===== src/hw/rtl/afb_pkg.sv =====
// types, constants and helpers shared by the ascii hex frame builder
`timescale 1ns / 1ps
package afb_pkg;

  // req_type codes
  localparam logic REQ_BEGIN = 1'b0;
  localparam logic REQ_DATA  = 1'b1;

  // configuration register indexes
  localparam int CfgIdxW = 2;
  localparam logic [CfgIdxW-1:0] CFG_SOURCE_ADDRESS = 2'd0;
  localparam logic [CfgIdxW-1:0] CFG_DEST_ADDRESS   = 2'd1;
  localparam logic [CfgIdxW-1:0] CFG_START_BYTE     = 2'd2;
  localparam logic [CfgIdxW-1:0] CFG_END_BYTE       = 2'd3;

  localparam logic [7:0] START_BYTE_RST = 8'h02;
  localparam logic [7:0] END_BYTE_RST   = 8'h03;

  // character positions inside a frame
  localparam int PosW = 4;
  localparam logic [PosW-1:0] POS_START     = 4'd0;
  localparam logic [PosW-1:0] POS_HEX_FIRST = 4'd1;
  localparam logic [PosW-1:0] POS_HEX_LAST  = 4'd12;
  localparam logic [PosW-1:0] POS_DATA      = 4'd12;
  localparam logic [PosW-1:0] POS_SUM_HI    = 4'd13;
  localparam logic [PosW-1:0] POS_SUM_LO    = 4'd14;
  localparam logic [PosW-1:0] POS_END       = 4'd15;

  localparam int HdrBitsW = 48;
  localparam int NibIdxW  = 4;

  typedef enum logic {
    OP_HEADER = 1'b0,
    OP_DATA   = 1'b1
  } op_e;

  typedef struct packed {
    logic        req_type;
    logic [7:0]  command_code;
    logic [15:0] payload_length;
    logic [7:0]  data_byte;
  } req_t;

  typedef struct packed {
    logic [7:0] out_byte;
    logic       frame_end;
    logic       run_last;
  } res_t;

  typedef struct packed {
    logic [7:0] source_address;
    logic [7:0] dest_address;
    logic [7:0] start_byte;
    logic [7:0] end_byte;
  } cfg_t;

  // one unit of work for the back end
  typedef struct packed {
    op_e                 op;
    logic                trailer;
    logic [HdrBitsW-1:0] hdr_bits;
    logic [7:0]          start_byte;
    logic [7:0]          end_byte;
    logic [7:0]          data_byte;
  } job_t;

  function automatic logic [7:0] hex_char(input logic [3:0] nib);
    logic [7:0] wide;
    wide = {4'h0, nib};
    return (nib < 4'd10) ? (8'h30 + wide) : (8'h37 + wide);
  endfunction

endpackage


===== src/hw/rtl/afb_stream_if.sv =====
// valid/ready stream channel with a typed payload
`timescale 1ns / 1ps
interface afb_stream_if #(
  parameter type payload_t = logic [7:0]
);
  logic     valid;
  logic     ready;
  payload_t data;

  modport source (output valid, output data, input ready);
  modport sink (input valid, input data, output ready);
endinterface


===== src/hw/rtl/afb_front.sv =====
// front end: accepts requests, tracks the open frame and queues work
`timescale 1ns / 1ps
module afb_front (
  input  logic           clk_i,
  input  logic           rst_ni,
  afb_stream_if.sink     req_i,
  input  afb_pkg::cfg_t  cfg_i,
  input  logic           q_full_i,
  output logic           push_o,
  output afb_pkg::job_t  job_o
);

  logic        open_q, open_d;
  logic [15:0] rem_q, rem_d;
  logic        accept;
  afb_pkg::req_t req;

  assign req_i.ready = !q_full_i;
  assign accept = req_i.valid && req_i.ready;
  assign req = req_i.data;

  always_comb begin
    open_d = open_q;
    rem_d  = rem_q;
    push_o = 1'b0;

    job_o.op         = (req.req_type == afb_pkg::REQ_BEGIN) ? afb_pkg::OP_HEADER
                                                             : afb_pkg::OP_DATA;
    job_o.hdr_bits   = {cfg_i.source_address, cfg_i.dest_address, 8'h00,
                        req.command_code, req.payload_length};
    job_o.start_byte = cfg_i.start_byte;
    job_o.end_byte   = cfg_i.end_byte;
    job_o.data_byte  = req.data_byte;
    job_o.trailer    = (req.req_type == afb_pkg::REQ_BEGIN) ? (req.payload_length == 16'd0)
                                                             : (rem_q == 16'd1);

    if (accept) begin
      if (req.req_type == afb_pkg::REQ_BEGIN) begin
        // a new begin drops whatever frame was open
        push_o = 1'b1;
        open_d = (req.payload_length != 16'd0);
        rem_d  = req.payload_length;
      end else if (open_q) begin
        push_o = 1'b1;
        rem_d  = rem_q - 16'd1;
        if (rem_q == 16'd1) begin
          open_d = 1'b0;
        end
      end
    end
  end

  always_ff @(posedge clk_i or negedge rst_ni) begin
    if (!rst_ni) begin
      open_q <= 1'b0;
      rem_q  <= 16'd0;
    end else begin
      open_q <= open_d;
      rem_q  <= rem_d;
    end
  end

endmodule


===== src/hw/rtl/afb_queue.sv =====
// small fifo of work items between front and back end
`timescale 1ns / 1ps
module afb_queue #(
  parameter int  Depth   = 2,
  parameter type entry_t = afb_pkg::job_t
) (
  input  logic   clk_i,
  input  logic   rst_ni,
  input  logic   push_i,
  input  entry_t push_data_i,
  output logic   full_o,
  input  logic   pop_i,
  output logic   head_valid_o,
  output entry_t head_data_o
);

  localparam int PtrW = $clog2(Depth);
  localparam int CntW = $clog2(Depth + 1);

  entry_t          mem_q [Depth];
  logic [PtrW-1:0] wr_ptr_q, rd_ptr_q;
  logic [CntW-1:0] cnt_q;
  logic            do_push, do_pop;

  assign full_o       = (cnt_q == CntW'(Depth));
  assign head_valid_o = (cnt_q != '0);
  assign head_data_o  = mem_q[rd_ptr_q];
  assign do_push      = push_i && !full_o;
  assign do_pop       = pop_i && head_valid_o;

  always_ff @(posedge clk_i) begin
    if (do_push) begin
      mem_q[wr_ptr_q] <= push_data_i;
    end
  end

  always_ff @(posedge clk_i or negedge rst_ni) begin
    if (!rst_ni) begin
      wr_ptr_q <= '0;
      rd_ptr_q <= '0;
      cnt_q    <= '0;
    end else begin
      if (do_push) begin
        wr_ptr_q <= (wr_ptr_q == PtrW'(Depth - 1)) ? '0 : wr_ptr_q + 1'b1;
      end
      if (do_pop) begin
        rd_ptr_q <= (rd_ptr_q == PtrW'(Depth - 1)) ? '0 : rd_ptr_q + 1'b1;
      end
      if (do_push && !do_pop) begin
        cnt_q <= cnt_q + 1'b1;
      end else if (do_pop && !do_push) begin
        cnt_q <= cnt_q - 1'b1;
      end
    end
  end

endmodule


===== src/hw/rtl/afb_back.sv =====
// back end: walks work items one character per cycle, unless stalled, into an output register
`timescale 1ns / 1ps
module afb_back (
  input  logic                clk_i,
  input  logic                rst_ni,
  input  logic                head_valid_i,
  input  afb_pkg::job_t       head_i,
  output logic                pop_o,
  afb_stream_if.source        res_o
);

  logic                       first_q, first_d;
  logic [afb_pkg::PosW-1:0]   pos_q, pos_d, pos, last_pos;
  logic [7:0]                 sum_q, sum_d;
  logic                       out_valid_q, out_valid_d;
  afb_pkg::res_t              out_q, out_d;
  logic                       load, is_last, summed;
  logic [afb_pkg::NibIdxW-1:0] nib_idx;
  logic [7:0]                 ch;

  assign load = head_valid_i && (!out_valid_q || res_o.ready);

  always_comb begin
    if (first_q) begin
      pos = (head_i.op == afb_pkg::OP_DATA) ? afb_pkg::POS_DATA : afb_pkg::POS_START;
    end else begin
      pos = pos_q;
    end
    last_pos = head_i.trailer ? afb_pkg::POS_END : afb_pkg::POS_DATA;
    is_last  = (pos == last_pos);
    summed   = (pos inside {[afb_pkg::POS_HEX_FIRST : afb_pkg::POS_HEX_LAST]});
    // first hex character takes the top nibble
    nib_idx  = afb_pkg::NibIdxW'(afb_pkg::POS_HEX_LAST - pos);

    case (pos)
      afb_pkg::POS_START:  ch = head_i.start_byte;
      afb_pkg::POS_SUM_HI: ch = afb_pkg::hex_char(sum_q[7:4]);
      afb_pkg::POS_SUM_LO: ch = afb_pkg::hex_char(sum_q[3:0]);
      afb_pkg::POS_END:    ch = head_i.end_byte;
      default: begin
        if (head_i.op == afb_pkg::OP_DATA) begin
          ch = head_i.data_byte;
        end else begin
          ch = afb_pkg::hex_char(head_i.hdr_bits[4*nib_idx +: 4]);
        end
      end
    endcase

    first_d     = first_q;
    pos_d       = pos_q;
    sum_d       = sum_q;
    out_valid_d = out_valid_q;
    out_d       = out_q;
    pop_o       = 1'b0;

    if (out_valid_q && res_o.ready) begin
      out_valid_d = 1'b0;
    end

    if (load) begin
      out_valid_d     = 1'b1;
      out_d.out_byte  = ch;
      out_d.frame_end = (pos == afb_pkg::POS_END);
      out_d.run_last  = is_last;
      if (pos == afb_pkg::POS_START) begin
        sum_d = 8'd0;
      end else if (summed) begin
        sum_d = sum_q + ch;
      end
      if (is_last) begin
        pop_o   = 1'b1;
        first_d = 1'b1;
      end else begin
        first_d = 1'b0;
        pos_d   = pos + 1'b1;
      end
    end
  end

  assign res_o.valid = out_valid_q;
  assign res_o.data  = out_q;

  always_ff @(posedge clk_i or negedge rst_ni) begin
    if (!rst_ni) begin
      first_q     <= 1'b1;
      pos_q       <= afb_pkg::POS_START;
      sum_q       <= 8'd0;
      out_valid_q <= 1'b0;
    end else begin
      first_q     <= first_d;
      pos_q       <= pos_d;
      sum_q       <= sum_d;
      out_valid_q <= out_valid_d;
    end
  end

  always_ff @(posedge clk_i) begin
    out_q <= out_d;
  end

endmodule


===== src/hw/rtl/ascii_hex_frame_builder_top.sv =====
// top level of the ascii hex frame builder
//
//   channel   dir  handshake          payload
//   req_i     in   valid / ready      req_type, command_code, payload_length, data_byte
//   res_o     out  valid / ready      out_byte, frame_end, run_last
//   cfg       in   cfg_we_i           cfg_idx_i, cfg_data_i (write only)
//
// the back end puts out one character per cycle while res_o is taken: a begin gives 13
// characters (16 with a zero length), a payload byte 1 character (4 with the trailer)
// the front end takes a request per cycle while the work queue has room
// a payload request outside a frame is absorbed in the front end
// asynchronous active-low reset clears frame state, queue and output valid, and resets the configuration
`timescale 1ns / 1ps
module ascii_hex_frame_builder_top #(
  parameter int QueueDepth = 2
) (
  input  logic                          clk_i,
  input  logic                          rst_ni,
  afb_stream_if.sink                    req_i,
  afb_stream_if.source                  res_o,
  input  logic                          cfg_we_i,
  input  logic [afb_pkg::CfgIdxW-1:0]   cfg_idx_i,
  input  logic [7:0]                    cfg_data_i
);

  afb_pkg::cfg_t cfg_q;
  afb_pkg::job_t push_job, head_job;
  logic          push, q_full, head_valid, pop;

  always_ff @(posedge clk_i or negedge rst_ni) begin
    if (!rst_ni) begin
      cfg_q.source_address <= 8'd0;
      cfg_q.dest_address   <= 8'd0;
      cfg_q.start_byte     <= afb_pkg::START_BYTE_RST;
      cfg_q.end_byte       <= afb_pkg::END_BYTE_RST;
    end else if (cfg_we_i) begin
      case (cfg_idx_i)
        afb_pkg::CFG_SOURCE_ADDRESS: cfg_q.source_address <= cfg_data_i;
        afb_pkg::CFG_DEST_ADDRESS:   cfg_q.dest_address   <= cfg_data_i;
        afb_pkg::CFG_START_BYTE:     cfg_q.start_byte     <= cfg_data_i;
        afb_pkg::CFG_END_BYTE:       cfg_q.end_byte       <= cfg_data_i;
        default: ;
      endcase
    end
  end

  afb_front u_front (
    .clk_i    (clk_i),
    .rst_ni   (rst_ni),
    .req_i    (req_i),
    .cfg_i    (cfg_q),
    .q_full_i (q_full),
    .push_o   (push),
    .job_o    (push_job)
  );

  afb_queue #(
    .Depth   (QueueDepth),
    .entry_t (afb_pkg::job_t)
  ) u_queue (
    .clk_i        (clk_i),
    .rst_ni       (rst_ni),
    .push_i       (push),
    .push_data_i  (push_job),
    .full_o       (q_full),
    .pop_i        (pop),
    .head_valid_o (head_valid),
    .head_data_o  (head_job)
  );

  afb_back u_back (
    .clk_i        (clk_i),
    .rst_ni       (rst_ni),
    .head_valid_i (head_valid),
    .head_i       (head_job),
    .pop_o        (pop),
    .res_o        (res_o)
  );

endmodule


===== src/flat_wrapper.sv =====
// flat-port wrapper written by rule: the top's interface ports become plain ports
module ascii_hex_frame_builder_top_flat 
#(
  parameter int QueueDepth = 2
)
  (clk_i, rst_ni, cfg_we_i, cfg_idx_i, cfg_data_i, req_i_valid, req_i_data, req_i_ready, res_o_valid, res_o_data, res_o_ready);
  afb_stream_if req_i_i ();
  afb_stream_if res_o_i ();
  input  logic clk_i;
  input  logic rst_ni;
  input  logic cfg_we_i;
  input  logic [afb_pkg::CfgIdxW-1:0] cfg_idx_i;
  input  logic [7:0] cfg_data_i;
  input wire logic [$bits(req_i_i.valid)-1:0] req_i_valid;
  input wire logic [$bits(req_i_i.data)-1:0] req_i_data;
  output wire logic [$bits(req_i_i.ready)-1:0] req_i_ready;
  output wire logic [$bits(res_o_i.valid)-1:0] res_o_valid;
  output wire logic [$bits(res_o_i.data)-1:0] res_o_data;
  input wire logic [$bits(res_o_i.ready)-1:0] res_o_ready;
  assign req_i_i.valid = req_i_valid;
  assign req_i_i.data = req_i_data;
  assign req_i_ready = req_i_i.ready;
  assign res_o_valid = res_o_i.valid;
  assign res_o_data = res_o_i.data;
  assign res_o_i.ready = res_o_ready;
  ascii_hex_frame_builder_top #(.QueueDepth(QueueDepth)) u_core (.clk_i(clk_i), .rst_ni(rst_ni), .req_i(req_i_i), .res_o(res_o_i), .cfg_we_i(cfg_we_i), .cfg_idx_i(cfg_idx_i), .cfg_data_i(cfg_data_i));
endmodule

===== config.mk =====
export PLATFORM = sky130hd
export DESIGN_NAME = ascii_hex_frame_builder_top_flat
export DESIGN_NICKNAME = d
export VERILOG_FILES = /design/src/hw/rtl/afb_pkg.sv /design/src/hw/rtl/afb_stream_if.sv /design/src/hw/rtl/afb_front.sv /design/src/hw/rtl/afb_queue.sv /design/src/hw/rtl/afb_back.sv /design/src/hw/rtl/ascii_hex_frame_builder_top.sv /design/src/flat_wrapper.sv
export SDC_FILE = /design/constraint.sdc
export NUM_CORES = 1
export LEC_CHECK = 0
export BUFFER_PORTS_ARGS = -buffer_cell sky130_fd_sc_hd__buf_4
export CORE_MARGIN = 5
export CORE_UTILIZATION = 35
export CTS_CLUSTER_DIAMETER = 150
export DETAILED_ROUTE_END_ITERATION = 10
export SLEW_MARGIN = 5
export SYNTH_ARGS = -nofsm -noshare
export SYNTH_HDL_FRONTEND = slang
export SYNTH_SLANG_ARGS = --single-unit

===== constraint.sdc =====
create_clock -name clk_i -period 4.5 [get_ports clk_i]
set_input_delay 0.675 -clock clk_i [delete_from_list [all_inputs] [get_ports clk_i]]
set_output_delay 0.675 -clock clk_i [all_outputs]
set_load 0.02 [all_outputs]

==> impl_results.md <==
* Transition time at the pin with the least slew margin at 0.6613 ns
* Unrepaired setup endpoints after global routing: no
* Peak ir drop on the vdd network at 464.8 uV
* Placed Cells incl. Taps at approximately 590
* CP endpoint kind: register
* Max Slew Vio Count at 0
* Number of max-capacitance violations reported at 0
* Outcome: finished clean
* Number of standard cells after synthesis at between 300 and 400
* Internal portion of total power at around 3.4 mW
* Critical R2R Launch: u_core.u_back.first_q
* Static leakage power at between 2 and 2.5 nW
* Worst slew margin relative to its limit at around 56%
* Final period utilization at 90.58%
* Fraction of layout cells with a size suffix above 1 at 27.59%
* Final Routed Wirelength at 10150 um
* Synth area leaders: sky130_fd_sc_hd__edfxtp_1 39%, sky130_fd_sc_hd__dfrtp_1 21%, sky130_fd_sc_hd__mux2_2 8.5%
* Path category of the worst min-delay check: in2async
* Type of the worst setup path: reg2reg
* Number of clock buffers inserted by TritonCTS at 17
* Most used DFF post-synth: sky130_fd_sc_hd__edfxtp_1
* Average cell area after synthesis at 14.00 um2
* Average routed wire per standard cell at between 15 and 20 um
* Proportion of power drawn by flip-flops and latches at roughly 33%
* Clock tree from TritonCTS: yes
* Count of input and output buffers at 24
* Antenna viol nets, final at 0
* Final setup skew at ~0.014 ns
* WP data arrival at 4.37 ns
* Combinational fraction of design power at about two fifths
* Effective utilization at floorplan at 35.40%
* Pwr/cell area at approximately 830 mW/mm2
* Longest Clk Path Bufs at 2
* Number of vias per cell at just over 5
* Number of iterations in the first detailed-routing pass at 4
* Vias after detailed routing at about 3200
* Hpwl dp at 7067 um
* Overall global routing resource usage at roughly an eighth
* Synth cell count leaders: 69 x sky130_fd_sc_hd__edfxtp_1, 45 x sky130_fd_sc_hd__dfrtp_1, 40 x sky130_fd_sc_hd__mux2_2
* Crit path launch type: register
* Post-route non-filler standard cell count at slightly above 600
* Final setup fails at 0
* Most frequent cell after synthesis: sky130_fd_sc_hd__edfxtp_1
* Number of nets in the finished design at roughly 460
* Maximum fanout encountered on the critical timing path at 6
* Share of the synthesized area in the top cell type at between 30% and 40%
* Synth-to-Final Area Change at 19.23%
* Worst-case setup slack after placement at around 0.19 ns
* Die Outline Area at 0.01777 mm2
* Number of different library cells in the post-synthesis netlist at 55
* Final hold viol count at 0
* Post-synth EDFFs at 69
* Time the final worst path needs with I/O delays and setup at between 4 and 5 ns
* Number of levels the H-tree was split into at 4
* Antenna cells at 0
* Sequential fraction of the synthesis area at between 60% and 70%
* Async set-or-reset flop fraction in the synthesized netlist at about two fifths
* Root Buffer: sky130_fd_sc_hd__clkbuf_16
* Min setup slack post-route at approximately 0.42 ns
* Largest net degree at the start of global routing at 50
* Die X at roughly 130 um
* Std-Cell Core Area at 0.01503 mm2
* Post-Synthesis Cell Area at between 0.005 and 0.006 mm2
* Via count of the first global-routing pass at approximately 3300
* Rows at between 40 and 50
* Number of warnings printed during yosys synthesis at 0
* Net count after synthesis at around 420
* Switching power at about 1.9 mW
* I/O pin cnt at 33
* Power share of the clock group at about a quarter
* Global-route wire length before repair at between 15000 and 20000 um
* Cell type with the highest aggregate area in the netlist: sky130_fd_sc_hd__edfxtp_1
* End of the worst register-to-register path: u_core.u_back.sum_q[6]
* Antenna violations before repair at 0
* Clock latency on the worst-skew pair at approximately 0.4 ns
* Clock transition at the registers of the reported paths at approximately 0.060 ns
* Final TNS setup at 0 ns
* Worst hold slack at 0.3060 ns
* Net switching share of the total power at between 30% and 40%
* Global placer's final weighted congestion at 0.8323
* Flop and latch count out of synthesis at 118
* DRC marker count from the first detailed-route iteration at 156
* Total power after layout at roughly 5.3 mW
* Sum of overflow across all layers after global routing at 0
* CP required at about 4.8 ns
* Register-to-register setup slack at ~0.42 ns
* TritonCTS Sinks at 118
* Depth of the most critical reg-to-reg path at 18
* Highest achievable clock rate at 245.3 MHz
* # DRC at 0
* Die Y-Extent at 133.3 um
[worst max-delay path by stage]
stage / startpoint / end / cells past startpoint
after floorplan: u_core.u_back.first_q / u_core.u_back.sum_q[6] / 18
after global placement: u_core.u_queue.rd_ptr_q / u_core.u_back.sum_q[6] / 15
after detailed placement: u_core.u_queue.rd_ptr_q / u_core.u_back.sum_q[6] / 15
after CTS: u_core.u_queue.rd_ptr_q / u_core.u_back.sum_q[6] / 15
after global routing: u_core.u_back.first_q / u_core.u_back.sum_q[6] / 18
final: u_core.u_back.first_q / u_core.u_back.sum_q[6] / 18
[power groups by stage]
stage               clock network, mW  registers, mW  logic (mW)
global route                     1.41           1.81        2.46
detailed placement                  0           1.79        2.18
CTS                              1.36           1.77        2.20
global placement                    0           1.77        2.12
floorplan                           0           1.75        1.64
finish                           1.33           1.77        2.19
[kinds of logic after synthesis]
kind of cell | after synthesis | synth area share, %
adder cells (fa/ha/maj) | 16 | 3.903
AND/OR/NAND/NOR | 84 | 7.783
multiplexers | 58 | 13.57
flip-flops | 118 | 62.07
buffers and inverters | 26 | 2.445
XOR/XNOR | 11 | 1.811
AO/OA/AOI/OAI | 67 | 8.417
[repair_timing]
item,4_1_cts,5_1_grt
resized for setup,0,4
buffers inserted,0,0
setup endpoints to repair,0,2
hold buffers,0,0
[layer usage]
layer | GRT usage [%] | part of all wire (%)
met4 | 4.343 | 0.88
met3 | 4.267 | 3.5
met1 | 15.16 | 46
met2 | 20.57 | 50
met5 | 0 | 0
[final cells by class]
class / instances / area [um2]
Fill cell: 1351 / 8688
Sequential cell: 118 / 3304
Multi-Input combinational cell: 236 / 1898
Clock buffer: 21 / 470.5
Timing Repair Buffer: 34 / 255.2
Tap cell: 188 / 235.2
Clock inverter: 11 / 122.6
Inverter: 15 / 58.81
[placed cells by master, fill, tap and decap left out, types with 5 or more instances in the layout]
| cell | n |
|---|---|
| sky130_fd_sc_hd__mux2_2 | 40 |
| sky130_fd_sc_hd__o21ai_0 | 16 |
| sky130_fd_sc_hd__xnor2_1 | 8 |
| sky130_fd_sc_hd__mux2i_1 | 11 |
| sky130_fd_sc_hd__buf_4 | 34 |
| sky130_fd_sc_hd__o21a_1 | 5 |
| sky130_fd_sc_hd__nand2_1 | 23 |
| sky130_fd_sc_hd__inv_1 | 13 |
| sky130_fd_sc_hd__nor2_1 | 21 |
| sky130_fd_sc_hd__nor3_1 | 7 |
| sky130_fd_sc_hd__dfrtp_1 | 44 |
| sky130_fd_sc_hd__edfxtp_1 | 69 |
| sky130_fd_sc_hd__clkbuf_16 | 17 |
| sky130_fd_sc_hd__nand3_1 | 8 |
| sky130_fd_sc_hd__a21oi_1 | 11 |
| sky130_fd_sc_hd__ha_1 | 15 |
[per-stage QoR]
stage,cell area [um2],util (%)
4_1_cts,6336,42.15
5_1_grt,6345,42.21
3_3_place_gp,5743,38.20
3_5_place_dp,5743,38.20
6_report,6345,42.21
2_1_floorplan,5321,-
[registers in the layout (all words and copies together), names as in the netlist]
register                   cells
u_core.u_back.sum_q            8
u_core.u_back.res_o.data       7
u_core.u_back.res_o.valid      1
u_core.u_back.first_q          1
u_core.u_queue.mem_q          62
u_core.u_back.pos_q            4
u_core.u_queue.cnt_q           2
u_core.u_queue.wr_ptr_q        1
u_core.u_queue.rd_ptr_q        1
u_core.cfg_q                  31
[worst max-delay path: stages (launching register included)]
cell                       delay, ns
sky130_fd_sc_hd__dfstp_2        0.58
sky130_fd_sc_hd__inv_1          0.07
sky130_fd_sc_hd__nand2_1        0.10
sky130_fd_sc_hd__ha_1           0.27
sky130_fd_sc_hd__inv_1          0.18
sky130_fd_sc_hd__mux4_2         0.37
sky130_fd_sc_hd__or2_4          0.28
sky130_fd_sc_hd__nand3_2        0.13
sky130_fd_sc_hd__xnor2_1        0.10
sky130_fd_sc_hd__a21oi_2        0.20
sky130_fd_sc_hd__ha_1           0.19
sky130_fd_sc_hd__inv_1          0.05
sky130_fd_sc_hd__fa_1           0.38
sky130_fd_sc_hd__nor2b_1        0.16
sky130_fd_sc_hd__o21ai_0        0.13
sky130_fd_sc_hd__a21boi_1       0.22
sky130_fd_sc_hd__o21a_1         0.16
sky130_fd_sc_hd__nor3_1         0.05
sky130_fd_sc_hd__o41ai_1        0.33
(Power assumes the default switching activity.)
